[config.mk]
export PLATFORM = sky130hd
export DESIGN_NAME = shared_timer_button_debouncer_flat
export DESIGN_NICKNAME = d
export VERILOG_FILES = /design/src/hw/rtl/stbd_pkg.sv /design/src/hw/rtl/stbd_in_if.sv /design/src/hw/rtl/stbd_out_if.sv /design/src/hw/rtl/shared_timer_button_debouncer.sv /design/src/flat_wrapper.sv
export SDC_FILE = /design/constraint.sdc
export NUM_CORES = 1
export LEC_CHECK = 0
export BUFFER_PORTS_ARGS = -buffer_cell sky130_fd_sc_hd__buf_4
export CAP_MARGIN = 30
export CELL_PAD_IN_SITES_DETAIL_PLACEMENT = 2
export CELL_PAD_IN_SITES_GLOBAL_PLACEMENT = 2
export CORE_UTILIZATION = 34
export DETAILED_ROUTE_END_ITERATION = 6
export GPL_TIMING_DRIVEN = 0
export MAX_ROUTING_LAYER = met4
export PLACE_DENSITY_LB_ADDON = 0.1
export SLEW_MARGIN = 20
export SYNTH_ARGS = -nofsm -noshare
export SYNTH_HDL_FRONTEND = slang
export SYNTH_SLANG_ARGS = --single-unit
export TNS_END_PERCENT = 1
[constraint.sdc]
create_clock -name clk -period 7.3 [get_ports clk]
set_clock_uncertainty 0.15 [all_clocks]
set_input_delay 0.73 -clock clk [delete_from_list [all_inputs] [get_ports clk]]
set_output_delay 0.73 -clock clk [all_outputs]
set_load 0.02 [all_outputs]
[src/hw/rtl/stbd_pkg.sv]
// shared definitions for the shared-timer button debouncer
package stbd_pkg;

  localparam int CNT_W = 16;
  localparam int APB_AW = 3;
  localparam int APB_DW = 32;

  typedef logic [CNT_W-1:0] cnt_t;

  // register index, taken from paddr[2]
  typedef enum logic {
    REG_DEBOUNCE = 1'b0,
    REG_LONG     = 1'b1
  } reg_idx_t;

  localparam cnt_t DEBOUNCE_RESET = 16'd135;
  localparam cnt_t LONG_RESET     = 16'd1350;

endpackage

[src/hw/rtl/stbd_in_if.sv]
// input channel: one word of raw button levels
interface stbd_in_if #(
  parameter int NUM_KEYS = 5
);
  logic                valid;
  logic                ready;
  logic [NUM_KEYS-1:0] pin_levels;

  modport source (output valid, output pin_levels, input ready);
  modport sink (input valid, input pin_levels, output ready);
endinterface

[src/hw/rtl/stbd_out_if.sv]
// output channel: one word of press events and debounced flags
interface stbd_out_if #(
  parameter int NUM_KEYS = 5
);
  logic                valid;
  logic                ready;
  logic [NUM_KEYS-1:0] short_press;
  logic [NUM_KEYS-1:0] long_press;
  logic [NUM_KEYS-1:0] pressed;

  modport source (output valid, output short_press, output long_press, output pressed,
                  input ready);
  modport sink (input valid, input short_press, input long_press, input pressed,
                output ready);
endinterface

[src/hw/rtl/shared_timer_button_debouncer.sv]
// Shared-timer button debouncer with short and long press detection.
//
// Each word on the sample channel is one tick of raw, active-high button
// levels. One debounce timer and one long-press timer are shared by all
// buttons; the first button (lowest index) whose level differs from its
// debounced flag claims the debounce timer while it is idle.
// Each accepted word yields exactly one word on the result channel:
// short_press and long_press pulses plus the debounced pressed flags.
// The sample is registered at acceptance and its result word is registered
// in the result register when that register is free or being taken.
// Throughput: one word per cycle while results are taken; all per-tick
// work is a single pass of logic between the input and result registers.
// When the receiver stalls, the result register holds and the input
// register takes one more word, then sample.ready drops until the result
// is taken.
// Configuration: APB writes to debounce_ticks (0x0) and long_press_ticks
// (0x4), low 16 bits used; pready is always high. Write only while idle.
// Reset (rst, synchronous): timers stopped, all buttons released, both
// registers back to 135 and 1350, no word held.
module shared_timer_button_debouncer #(
  parameter int NUM_KEYS = 5
) (
  input  logic                      clk,
  input  logic                      rst,
  input  logic                      psel,
  input  logic                      penable,
  input  logic                      pwrite,
  input  logic [stbd_pkg::APB_AW-1:0] paddr,
  input  logic [stbd_pkg::APB_DW-1:0] pwdata,
  output logic [stbd_pkg::APB_DW-1:0] prdata,
  output logic                      pready,
  stbd_in_if.sink                   sample,
  stbd_out_if.source                result
);

  typedef logic [NUM_KEYS-1:0] keys_t;

  // configuration
  stbd_pkg::cnt_t   debounce_ticks;
  stbd_pkg::cnt_t   long_press_ticks;
  stbd_pkg::reg_idx_t cfg_idx;
  logic             cfg_wr;

  // input register
  logic  in_valid;
  keys_t in_levels;
  logic  advance;

  // block state
  stbd_pkg::cnt_t debounce_count, debounce_count_next;
  logic           debounce_running, debounce_running_next;
  stbd_pkg::cnt_t long_count, long_count_next;
  logic           long_running, long_running_next;
  keys_t          pressed_flags, pressed_flags_next;
  keys_t          claim_flags, claim_flags_next;
  keys_t          long_flags, long_flags_next;

  // result register
  logic  out_valid;
  keys_t out_short, out_long, out_pressed;
  keys_t shorts, longs;

  // poll and timer intermediates
  keys_t          diff, first_diff;
  logic           ripple, claim_prs;
  stbd_pkg::cnt_t p_cnt, p_lcnt, d_cnt, l_cnt;
  logic           p_run, p_lrun, d_exp, l_exp;
  keys_t          p_claim, rel, set_prs, long_mid;

  assign pready  = 1'b1;
  assign cfg_idx = stbd_pkg::reg_idx_t'(paddr[2]);
  assign cfg_wr  = psel && penable && pwrite;

  always_ff @(posedge clk) begin
    if (rst) begin
      debounce_ticks   <= stbd_pkg::DEBOUNCE_RESET;
      long_press_ticks <= stbd_pkg::LONG_RESET;
    end else if (cfg_wr) begin
      case (cfg_idx)
        stbd_pkg::REG_DEBOUNCE: debounce_ticks   <= pwdata[stbd_pkg::CNT_W-1:0];
        stbd_pkg::REG_LONG:     long_press_ticks <= pwdata[stbd_pkg::CNT_W-1:0];
        default: ;
      endcase
    end
  end

  always_comb begin
    case (cfg_idx)
      stbd_pkg::REG_DEBOUNCE: prdata = {{(stbd_pkg::APB_DW-stbd_pkg::CNT_W){1'b0}},
                                        debounce_ticks};
      stbd_pkg::REG_LONG:     prdata = {{(stbd_pkg::APB_DW-stbd_pkg::CNT_W){1'b0}},
                                        long_press_ticks};
      default:                prdata = '0;
    endcase
  end

  // handshake
  assign advance      = in_valid && (!out_valid || result.ready);
  assign sample.ready = !in_valid || advance;

  always_ff @(posedge clk) begin
    if (rst) begin
      in_valid <= 1'b0;
    end else if (sample.ready) begin
      in_valid <= sample.valid;
    end
  end

  always_ff @(posedge clk) begin
    if (sample.ready && sample.valid) begin
      in_levels <= sample.pin_levels;
    end
  end

  // one tick of work
  always_comb begin
    diff       = in_levels ^ pressed_flags;
    // lowest set bit of diff
    first_diff = diff & (~diff + keys_t'(1));
    ripple     = |(claim_flags & ~diff);
    claim_prs  = |(claim_flags & pressed_flags);

    p_run   = debounce_running;
    p_cnt   = debounce_count;
    p_claim = claim_flags;
    p_lrun  = long_running;
    p_lcnt  = long_count;
    if (!debounce_running) begin
      if (|diff) begin
        p_run   = 1'b1;
        p_cnt   = '0;
        p_claim = first_diff;
        if (|(first_diff & in_levels)) begin
          p_lrun = 1'b1;
          p_lcnt = '0;
        end
      end
    end else if (ripple) begin
      p_cnt = '0;
      if (!claim_prs) begin
        p_lcnt = '0;
      end
    end

    d_cnt   = p_cnt + stbd_pkg::cnt_t'(1);
    d_exp   = p_run && (d_cnt >= debounce_ticks);
    rel     = p_claim & pressed_flags & ~in_levels;
    set_prs = p_claim & ~pressed_flags & in_levels;

    debounce_running_next = p_run;
    debounce_count_next   = p_run ? d_cnt : p_cnt;
    claim_flags_next      = p_claim;
    pressed_flags_next    = pressed_flags;
    long_mid              = long_flags;
    shorts                = '0;
    if (d_exp) begin
      pressed_flags_next    = (pressed_flags | set_prs) & ~rel;
      shorts                = rel & ~long_flags;
      long_mid              = long_flags & ~rel;
      claim_flags_next      = '0;
      debounce_running_next = 1'b0;
      debounce_count_next   = '0;
    end

    l_cnt = p_lcnt + stbd_pkg::cnt_t'(1);
    l_exp = p_lrun && (l_cnt >= long_press_ticks);
    long_running_next = p_lrun;
    long_count_next   = p_lrun ? l_cnt : p_lcnt;
    longs             = '0;
    if (l_exp) begin
      longs             = pressed_flags_next;
      long_running_next = 1'b0;
      long_count_next   = '0;
    end
    long_flags_next = long_mid | longs;
  end

  always_ff @(posedge clk) begin
    if (rst) begin
      debounce_count   <= '0;
      debounce_running <= 1'b0;
      long_count       <= '0;
      long_running     <= 1'b0;
      pressed_flags    <= '0;
      claim_flags      <= '0;
      long_flags       <= '0;
    end else if (advance) begin
      debounce_count   <= debounce_count_next;
      debounce_running <= debounce_running_next;
      long_count       <= long_count_next;
      long_running     <= long_running_next;
      pressed_flags    <= pressed_flags_next;
      claim_flags      <= claim_flags_next;
      long_flags       <= long_flags_next;
    end
  end

  always_ff @(posedge clk) begin
    if (rst) begin
      out_valid <= 1'b0;
    end else if (advance) begin
      out_valid <= 1'b1;
    end else if (result.ready) begin
      out_valid <= 1'b0;
    end
  end

  always_ff @(posedge clk) begin
    if (advance) begin
      out_short   <= shorts;
      out_long    <= longs;
      out_pressed <= pressed_flags_next;
    end
  end

  assign result.valid       = out_valid;
  assign result.short_press = out_short;
  assign result.long_press  = out_long;
  assign result.pressed     = out_pressed;

  // at most one button holds the debounce timer
  a_claim_onehot: assert property (@(posedge clk) disable iff (rst)
    $onehot0(claim_flags))
    else $error("more than one debounce claimant");

  // a claim exists exactly while the debounce timer runs
  a_claim_running: assert property (@(posedge clk) disable iff (rst)
    debounce_running == (claim_flags != '0))
    else $error("claim flags out of step with debounce timer");

  // a short press is reported only for a button that is now released
  a_short_released: assert property (@(posedge clk) disable iff (rst)
    out_valid |-> ((out_short & out_pressed) == '0))
    else $error("short press on a pressed button");

  // a long press is reported only for a pressed button
  a_long_pressed: assert property (@(posedge clk) disable iff (rst)
    out_valid |-> ((out_long & ~out_pressed) == '0))
    else $error("long press on a released button");

  // a stalled result blocks new input while the input register is full
  a_stall_blocks: assert property (@(posedge clk) disable iff (rst)
    (out_valid && !result.ready && in_valid) |-> !sample.ready)
    else $error("input taken while both registers are full");

endmodule

[src/flat_wrapper.sv]
// flat-port wrapper written by rule: the top's interface ports become plain ports
module shared_timer_button_debouncer_flat 
#(
  parameter int NUM_KEYS = 5
)
  (clk, rst, psel, penable, pwrite, paddr, pwdata, prdata, pready, sample_valid, sample_pin_levels, sample_ready, result_valid, result_short_press, result_long_press, result_pressed, result_ready);
  stbd_in_if #(.NUM_KEYS(NUM_KEYS)) sample_i ();
  stbd_out_if #(.NUM_KEYS(NUM_KEYS)) result_i ();
  input  logic clk;
  input  logic rst;
  input  logic psel;
  input  logic penable;
  input  logic pwrite;
  input  logic [stbd_pkg::APB_AW-1:0] paddr;
  input  logic [stbd_pkg::APB_DW-1:0] pwdata;
  output logic [stbd_pkg::APB_DW-1:0] prdata;
  output logic pready;
  input wire logic [$bits(sample_i.valid)-1:0] sample_valid;
  input wire logic [$bits(sample_i.pin_levels)-1:0] sample_pin_levels;
  output wire logic [$bits(sample_i.ready)-1:0] sample_ready;
  output wire logic [$bits(result_i.valid)-1:0] result_valid;
  output wire logic [$bits(result_i.short_press)-1:0] result_short_press;
  output wire logic [$bits(result_i.long_press)-1:0] result_long_press;
  output wire logic [$bits(result_i.pressed)-1:0] result_pressed;
  input wire logic [$bits(result_i.ready)-1:0] result_ready;
  assign sample_i.valid = sample_valid;
  assign sample_i.pin_levels = sample_pin_levels;
  assign sample_ready = sample_i.ready;
  assign result_valid = result_i.valid;
  assign result_short_press = result_i.short_press;
  assign result_long_press = result_i.long_press;
  assign result_pressed = result_i.pressed;
  assign result_i.ready = result_ready;
  shared_timer_button_debouncer #(.NUM_KEYS(NUM_KEYS)) u_core (.clk(clk), .rst(rst), .psel(psel), .penable(penable), .pwrite(pwrite), .paddr(paddr), .pwdata(pwdata), .prdata(prdata), .pready(pready), .sample(sample_i), .result(result_i));
endmodule
==> results of run 1 <==
metrics by stage:
step	instances	worst slack [ns]	util, %	hold slack, ns
after floorplan	781	2.10	-	0.284
after global placement	1070	1.08	39.2	0.291
after detailed placement	1071	0.869	39.3	0.305
after CTS	1087	0.857	40.9	0.315
after global routing	1087	0.440	40.9	0.338
final	1087	0.944	40.9	0.313
path summary, 6_finish.rpt:
path / from / to / slack (ns) / depth (start not counted)
max: u_core.in_levels[0] / u_core.result.long_press[4] / 0.94 / 22
max reg2reg: u_core.in_levels[0] / u_core.result.long_press[4] / 0.94 / 22
min reg2reg: u_core.debounce_ticks[15] / u_core.debounce_ticks[15] / 0.31 / 2
min: u_core.debounce_ticks[15] / u_core.debounce_ticks[15] / 0.31 / 2
registers in the layout, indices dropped and copies added, names as in the netlist:
| name | flops |
|---|---|
| u_core.claim_flags | 5 |
| u_core.result.pressed | 5 |
| u_core.in_levels | 5 |
| u_core.long_press_ticks | 16 |
| u_core.debounce_running | 1 |
| u_core.long_flags | 5 |
| u_core.long_count | 16 |
| u_core.in_valid | 1 |
| u_core.result.valid | 1 |
| u_core.result.long_press | 5 |
| u_core.result.short_press | 5 |
| u_core.debounce_count | 16 |
| u_core.long_running | 1 |
| u_core.debounce_ticks | 16 |
| u_core.pressed_flags | 5 |
power by group through the flow:
stage                     Combinational, mW  Clock (mW)  Sequential [mW]
final                                 0.166       0.488            0.601
after global routing                  0.181       0.521            0.603
after CTS                             0.166       0.504            0.601
after detailed placement              0.165           0            0.614
after global placement                0.158           0            0.613
after floorplan                      0.0984           0            0.615
cells in the mapped netlist, drive strengths merged, types with 9 or more instances:
| cell | n | share of area (%) |
|---|---|---|
| nand2 | 119 | 7.2 |
| nor2 | 73 | 4.4 |
| nand2b | 9 | 0.90 |
| ha | 35 | 7.0 |
| nand3 | 23 | 1.8 |
| nor3 | 13 | 1.0 |
| o211ai | 14 | 1.7 |
| o31ai | 9 | 2.2 |
| mux2i | 10 | 1.6 |
| edfxtp | 20 | 9.6 |
| a21oi | 49 | 4.0 |
| nor4b | 10 | 1.4 |
| a22oi | 10 | 1.2 |
| xor2 | 15 | 2.1 |
| xnor2 | 16 | 2.5 |
| a211oi | 9 | 1.3 |
| nand4 | 17 | 1.7 |
| dfxtp | 83 | 26 |
| inv | 48 | 2.9 |
| buf | 31 | 3.5 |
| clkbuf | 29 | 1.8 |
| o21ai | 41 | 3.3 |
placed cells by master, fill, tap and decap left out, types with 9 or more instances in the layout:
master                      count
sky130_fd_sc_hd__o211ai_1      14
sky130_fd_sc_hd__buf_4         78
sky130_fd_sc_hd__ha_1          35
sky130_fd_sc_hd__dfxtp_1       83
sky130_fd_sc_hd__nor4b_1       10
sky130_fd_sc_hd__nor2_1        73
sky130_fd_sc_hd__nand4_1       17
sky130_fd_sc_hd__nor3_1        13
sky130_fd_sc_hd__o21ai_0       38
sky130_fd_sc_hd__mux2i_1       10
sky130_fd_sc_hd__clkbuf_16      9
sky130_fd_sc_hd__clkbuf_1      27
sky130_fd_sc_hd__xnor2_1       14
sky130_fd_sc_hd__inv_1         48
sky130_fd_sc_hd__nand3_1       23
sky130_fd_sc_hd__a21oi_1       48
sky130_fd_sc_hd__edfxtp_1      20
sky130_fd_sc_hd__conb_1        17
sky130_fd_sc_hd__xor2_1        15
sky130_fd_sc_hd__a22oi_1       10
sky130_fd_sc_hd__nand2b_1       9
sky130_fd_sc_hd__nand2_1      118
metal layers:
layer  GRT usage, %  vias up  wire length, um
met4           7.19        0              369
met1           29.3     2949             9510
met2           42.9      106            10900
met3           3.18       23              700
li1               -     2826                -
met5              -        -                0
logic make-up after synthesis:
kind of cell    count (synthesis)  synth area share [%]
simple gates                  307                  23.5
compound gates                165                  18.3
buf+inv                       108                  8.13
flops                         103                  36.0
fa+ha+maj                      36                  7.13
xor+xnor                       31                  4.56
mux                            14                  2.31
other cells                     2                 0.120
worst max-delay path: cells and delay by family, from the launching register on:
family	cells	cell delay, ns
AOI/OAI and AO/OA	3	1.00
DFF	1	0.47
buffers and inverters	4	0.91
xor gates and xnor gates	1	0.14
adders and majority gates	3	0.85
muxes	1	0.38
and+or+nand+nor	10	2.19
cell type report:
| type | instances | area (um^2) |
|---|---|---|
| fillers | 2082 | 10700 |
| multi-input cells | 570 | 3560 |
| flip-flops and latches | 103 | 2260 |
| repair buffers | 61 | 455 |
| plain buffers | 60 | 332 |
| well taps | 229 | 287 |
| clock buffers | 10 | 239 |
| inverters | 48 | 180 |
| clock inverters | 6 | 52.6 |
==> results.yml, run 1 <==
status:
  status: "finished, final reports clean"
worst_setup_path:
  cpMaxStageDelayCell: "sky130_fd_sc_hd__edfxtp_1"
  worst-setup-path-type: "reg -> reg"
  critical_path_peak_fanout: 10
  crit_required_ns: 7.25
  timing.critical_path.arrival_ns: 6.31
  worstPathCellList: "ha_1 > clkbuf_2 > nand4_1 > o31a_1 > buf_6 > clkbuf_1 > nor2b_1 > ha_1 > nand2_1 > nor2_1 > and3_1 > xnor2_1 > nor2_1 > ha_1 > a211oi_2 > nor2_1 > or3_1 > a211oi_1 > buf_2 > nor2_1 > mux2i_1 > nor2_1"
  critPathMostFrequentCell: "sky130_fd_sc_hd__nor2_1"
  worst_setup_path_start_kind: "register"
  cp_slowest_stage_delay_ns: 0.47
  critical_path.endpoint_type: "register"
sta:
  rsz0062_at_grt: "no"
  timing.final.crit_share_pct: 87.1
  finalHoldViolCount: 0
  fin_setup_tns_ns: 0
  final-max-slew-violation-count: 0
  setup_violations: 0
  worst_pin_slew_ns: 0.815
  post-route-min-period_ns: 6.36
  fmax_ghz: 0.157
  timing.slew.headroom_pct: 45.3
cts:
  number_of_buffers_on_the_longest_clock_path: 2
  cts-root-buf: "sky130_fd_sc_hd__clkbuf_16"
  cts_hold_repair_buffers: 0
  clock_latency_reported_for_the_late_side_of_the_worst_skew_pair_ns: 0.36
  cts_tree: "built"
  numClockSinks: 103
  worst_setup_hold_path_clk_slew_ns: 0.08
  cts-buffers-inserted: 9
  count_of_h_tree_levels_built_during_cts: 3
  post-cts-setup-buffer-count: 0
  cts_resized: 0
final_layout:
  final_design_area_no_fill_um2: 7370
  layout-drive-gt1-share_pct: 15.5
  antenna_cells: 0
  nets: 935
  area_growth_pct: 17.4
logic_synthesis:
  syn_avg_cell_area_um2: 8.20
  synth_ff_type: "sky130_fd_sc_hd__dfxtp_1"
  post_synth_num_cell_types: 68
  syn-cell-area_um2: 6280
  synth-warning-count: 0
  synth_sequential_area_ratio_pct: 36.0
  synth_enable_flop_cells: 20
  postSynthRegisterBits: 103
  synth-async-reset-ratio_pct: 0
  post_synth_inst_count: 766
power:
  power.share.clock_pct: 38.9
  highest_ir_drop_seen_on_vdd_mv: 0.127
  share_comb_of_total_power_pct: 13.2
  switchingPower_uw: 360
  p_int_uw: 895
  total_power_density_per_cell_area_nw_per_um2: 170
  total_power_mw: 1.25
  share_seq_of_total_power_pct: 47.9
  leakage_nw: 2.77
  switching_share_pct: 28.7
route:
  initialDrtViolationCount: 282
  totalWireLength_um: 21500
  wl_per_cell_um: 19.8
  vias_per_cell: 5.43
  drt_pre_antenna_iters: 5
  routed-via-count: 5904
  count_of_nets_left_with_antenna_violations_after_detail_routing: 0
  residual_drc_count: 0
placed_design:
  placed_cell_area_um2: 7080
  count_of_input_and_output_buffers: 60
  place_congestion: 0.847
  dp_hpwl_um: 16400
floorplan:
  die-area_um2: 19000
  rows: 49
  fp.coreArea_um2: 18000
  boundaryPins: 97
  floorplan.die.height_um: 138
  dieWidth_um: 138
  start_util_pct: 34.8
grt:
  grt_overflow: 0
  number_of_global_route_vias_before_repair: 6303
  globalRouteTotalUtil_pct: 24.5
  first_pass_grt_wire_length_um: 34000
  grt_antenna_before_repair: 0
  largest_net_degree_at_the_start_of_global_routing: 25
flow_run:
  max_cap_violations: 0
worst_hold_path:
  worstHoldPathType: "reg -> reg"
(Power assumes the default switching activity.)
==> run 2, diff against run 1 <==
ABC_AREA = 1   (was unset)
CORE_UTILIZATION = 33   (was 34)
==> run 2 against run 1 <==
Routed wire length grew 5.3%. Hold slack improved by 0.0042 ns. Worst setup slack gained 0.83 ns. Final cell count rose by 16%. Via count rose by 6.8%. Combinational power increased by 39%. Synthesized cell count up 18%. Sequential power grew 2%. Global-route usage fell by 0.28 points.
==> results.yml, run 2 <==
status:
  status: "finished, final reports clean"
final_layout:
  layout-drive-gt1-share_pct: 16.3
  area_growth_pct: 17.3
  antenna_cells: 0
  leading_cell_types_in_the_layout_fill_and_taps_excluded: "sky130_fd_sc_hd__nand2_1, sky130_fd_sc_hd__inv_1, sky130_fd_sc_hd__a21oi_1, sky130_fd_sc_hd__dfxtp_1, sky130_fd_sc_hd__buf_4"
  layoutNonFillerInstCount: 1261
  layout_commonest_cell: "sky130_fd_sc_hd__nand2_1"
  nets: 1073
logic_synthesis:
  synth-async-reset-ratio_pct: 0
  synth_enable_flop_cells: 20
  post-synth-top-count-cell: "sky130_fd_sc_hd__nand2_1"
  post_synth_inst_count: 904
  post_synth_num_cell_types: 50
  yosysTopAreaCellShare_pct: 25.5
  synth_sequential_area_ratio_pct: 34.7
  syn-cell-area_um2: 6510
  netlist_top_cells_area: "sky130_fd_sc_hd__dfxtp_1, sky130_fd_sc_hd__nand2_1, sky130_fd_sc_hd__edfxtp_1"
  syn_avg_cell_area_um2: 7.20
  postSynthRegisterBits: 103
  ys_top_cells_by_count: "sky130_fd_sc_hd__nand2_1, sky130_fd_sc_hd__inv_1, sky130_fd_sc_hd__a21oi_1"
  synth-warning-count: 0
  synth_largest_area_cell: "sky130_fd_sc_hd__dfxtp_1"
  synth_ff_type: "sky130_fd_sc_hd__dfxtp_1"
cts:
  worst_setup_hold_path_clk_slew_ns: 0.07
  cts-root-buf: "sky130_fd_sc_hd__clkbuf_16"
  clock_latency_reported_for_the_late_side_of_the_worst_skew_pair_ns: 0.36
  post-cts-setup-buffer-count: 0
  number_of_buffers_on_the_longest_clock_path: 2
  cts-buffers-inserted: 9
  count_of_h_tree_levels_built_during_cts: 3
  cts_tree: "built"
  cts_hold_repair_buffers: 0
  cts_resized: 0
  numClockSinks: 103
worst_setup_path:
  worstSetupStartpoint: "u_core.in_levels[0]"
  worst_setup_path_start_kind: "register"
  critPathMostFrequentCell: "sky130_fd_sc_hd__inv_1"
  crit_required_ns: 7.44
  critical_path_peak_fanout: 10
  cpMaxStageDelayCell: "sky130_fd_sc_hd__edfxtp_1"
  timing.critical_path.arrival_ns: 5.67
  critPathCapture: "u_core.long_flags[4]"
  critical_path.endpoint_type: "register"
  r2r_slack_ns: 1.77
  r2r-start: "u_core.in_levels[0]"
  reg2reg_depth: 29
  worst-setup-path-type: "reg -> reg"
  cp_slowest_stage_delay_ns: 0.45
  timing.rr.end: "u_core.long_flags[4]"
floorplan:
  start_util_pct: 33.6
  dieWidth_um: 142
  rows: 51
  boundaryPins: 97
  floorplan.die.height_um: 142
  fp.coreArea_um2: 19400
  die-area_um2: 20300
route:
  vias_per_cell: 5.00
  residual_drc_count: 0
  routed-via-count: 6306
  wl_per_cell_um: 17.9
  drt_pre_antenna_iters: 4
  totalWireLength_um: 22600
  initialDrtViolationCount: 235
  count_of_nets_left_with_antenna_violations_after_detail_routing: 0
placed_design:
  count_of_input_and_output_buffers: 61
  dp_hpwl_um: 17700
  place_congestion: 0.802
  placedCellCount: 1245
flow_run:
  max_cap_violations: 0
sta:
  fin_setup_tns_ns: 0
  timing.final.crit_share_pct: 75.8
  fmax_ghz: 0.181
  setup_violations: 0
  timing.slew.headroom_pct: 47.8
  final-max-slew-violation-count: 0
  worst_pin_slew_ns: 0.783
  finalHoldViolCount: 0
  post-route-min-period_ns: 5.53
  rsz0062_at_grt: "no"
grt:
  grt_overflow: 0
  globalRouteTotalUtil_pct: 24.2
  largest_net_degree_at_the_start_of_global_routing: 25
  number_of_global_route_vias_before_repair: 6709
  first_pass_grt_wire_length_um: 36500
  grt_antenna_before_repair: 0
worst_hold_path:
  worstHoldPathType: "reg -> reg"
  hp-start: "u_core.debounce_count[14]"
power:
  leakage_nw: 3.25
  total_power_density_per_cell_area_nw_per_um2: 173
  highest_ir_drop_seen_on_vdd_mv: 0.113
run 2: cell types whose count changed after synthesis, moves of 11 or more:
cell                       change
sky130_fd_sc_hd__inv_1        +73
sky130_fd_sc_hd__nand3_1      +37
sky130_fd_sc_hd__inv_2        +11
sky130_fd_sc_hd__o21ai_0      +37
sky130_fd_sc_hd__nor2_1       -28
sky130_fd_sc_hd__nand2_1      +65
sky130_fd_sc_hd__o211ai_1     -13
sky130_fd_sc_hd__a21oi_1      +53
run 2: cells by family (layout without fill, tap and decap cells):
group / Yosys count / after routing / share of synthesized area, %
XOR/XNOR: 11 / 11 / 1.48
buffers and inverters: 181 / 258 / 12.2
flip-flops: 103 / 103 / 34.7
AO/OA/AOI/OAI: 202 / 202 / 16.3
adder cells (fa/ha/maj): 35 / 35 / 6.72
other: 2 / 17 / 0.115
AND/OR/NAND/NOR: 370 / 370 / 28.5
run 2: final cells by class:
class | count | area [um^2]
plain buffers | 47 | 287
clock buffers | 9 | 225
clock inverters | 7 | 56.3
fillers | 2376 | 11800
inverters | 134 | 508
multi-input cells | 635 | 3510
flip-flops and latches | 103 | 2260
well taps | 265 | 332
repair buffers | 61 | 458
run 2: worst max-delay path: cells and delay by family (launching register included):
kind / cells / cell delay, ns
adder cells (fa/ha/maj): 3 / 0.92
AO/OA/AOI/OAI: 3 / 0.46
buffers and inverters: 8 / 1.06
flip-flops: 1 / 0.45
AND/OR/NAND/NOR: 15 / 2.38
run 2: per-layer routing:
layer	track usage, %	part of all wire (%)	up-vias
met5	-	0	-
met4	5.55	1.2	0
met3	2.93	2.4	20
met2	41.6	49	82
met1	30.2	47	3085
li1	-	-	3119
run 2: worst min path at each step:
stage          depth (start not counted)                         to
2_1_floorplan                          2       u_core.long_flags[0]
5_1_grt                                2  u_core.debounce_count[13]
3_3_place_gp                           2  u_core.debounce_count[13]
4_1_cts                                2  u_core.debounce_count[14]
6_report                               2  u_core.debounce_count[14]
3_5_place_dp                           2  u_core.debounce_count[14]
run 2: report_power, final:
part / leakage (nW) / switching, mW / internal, mW
sequential: 0.866 / 0.0139 / 0.598
clock: 0.137 / 0.246 / 0.236
combinational: 2.25 / 0.155 / 0.0749
total: 3.25 / 0.415 / 0.909
run 2: per-stage QoR:
step	utilization (%)	hold WS [ns]	setup slack (ns)	power, mW	cell area [um^2]
CTS	39.4	0.322	1.76	1.34	7640
global route	39.4	0.350	1.21	1.38	7640
detailed placement	37.9	0.312	1.83	0.856	7360
global placement	37.9	0.304	1.92	0.850	7360
finish	39.4	0.317	1.77	1.32	7640
floorplan	-	0.289	3.11	0.772	6570
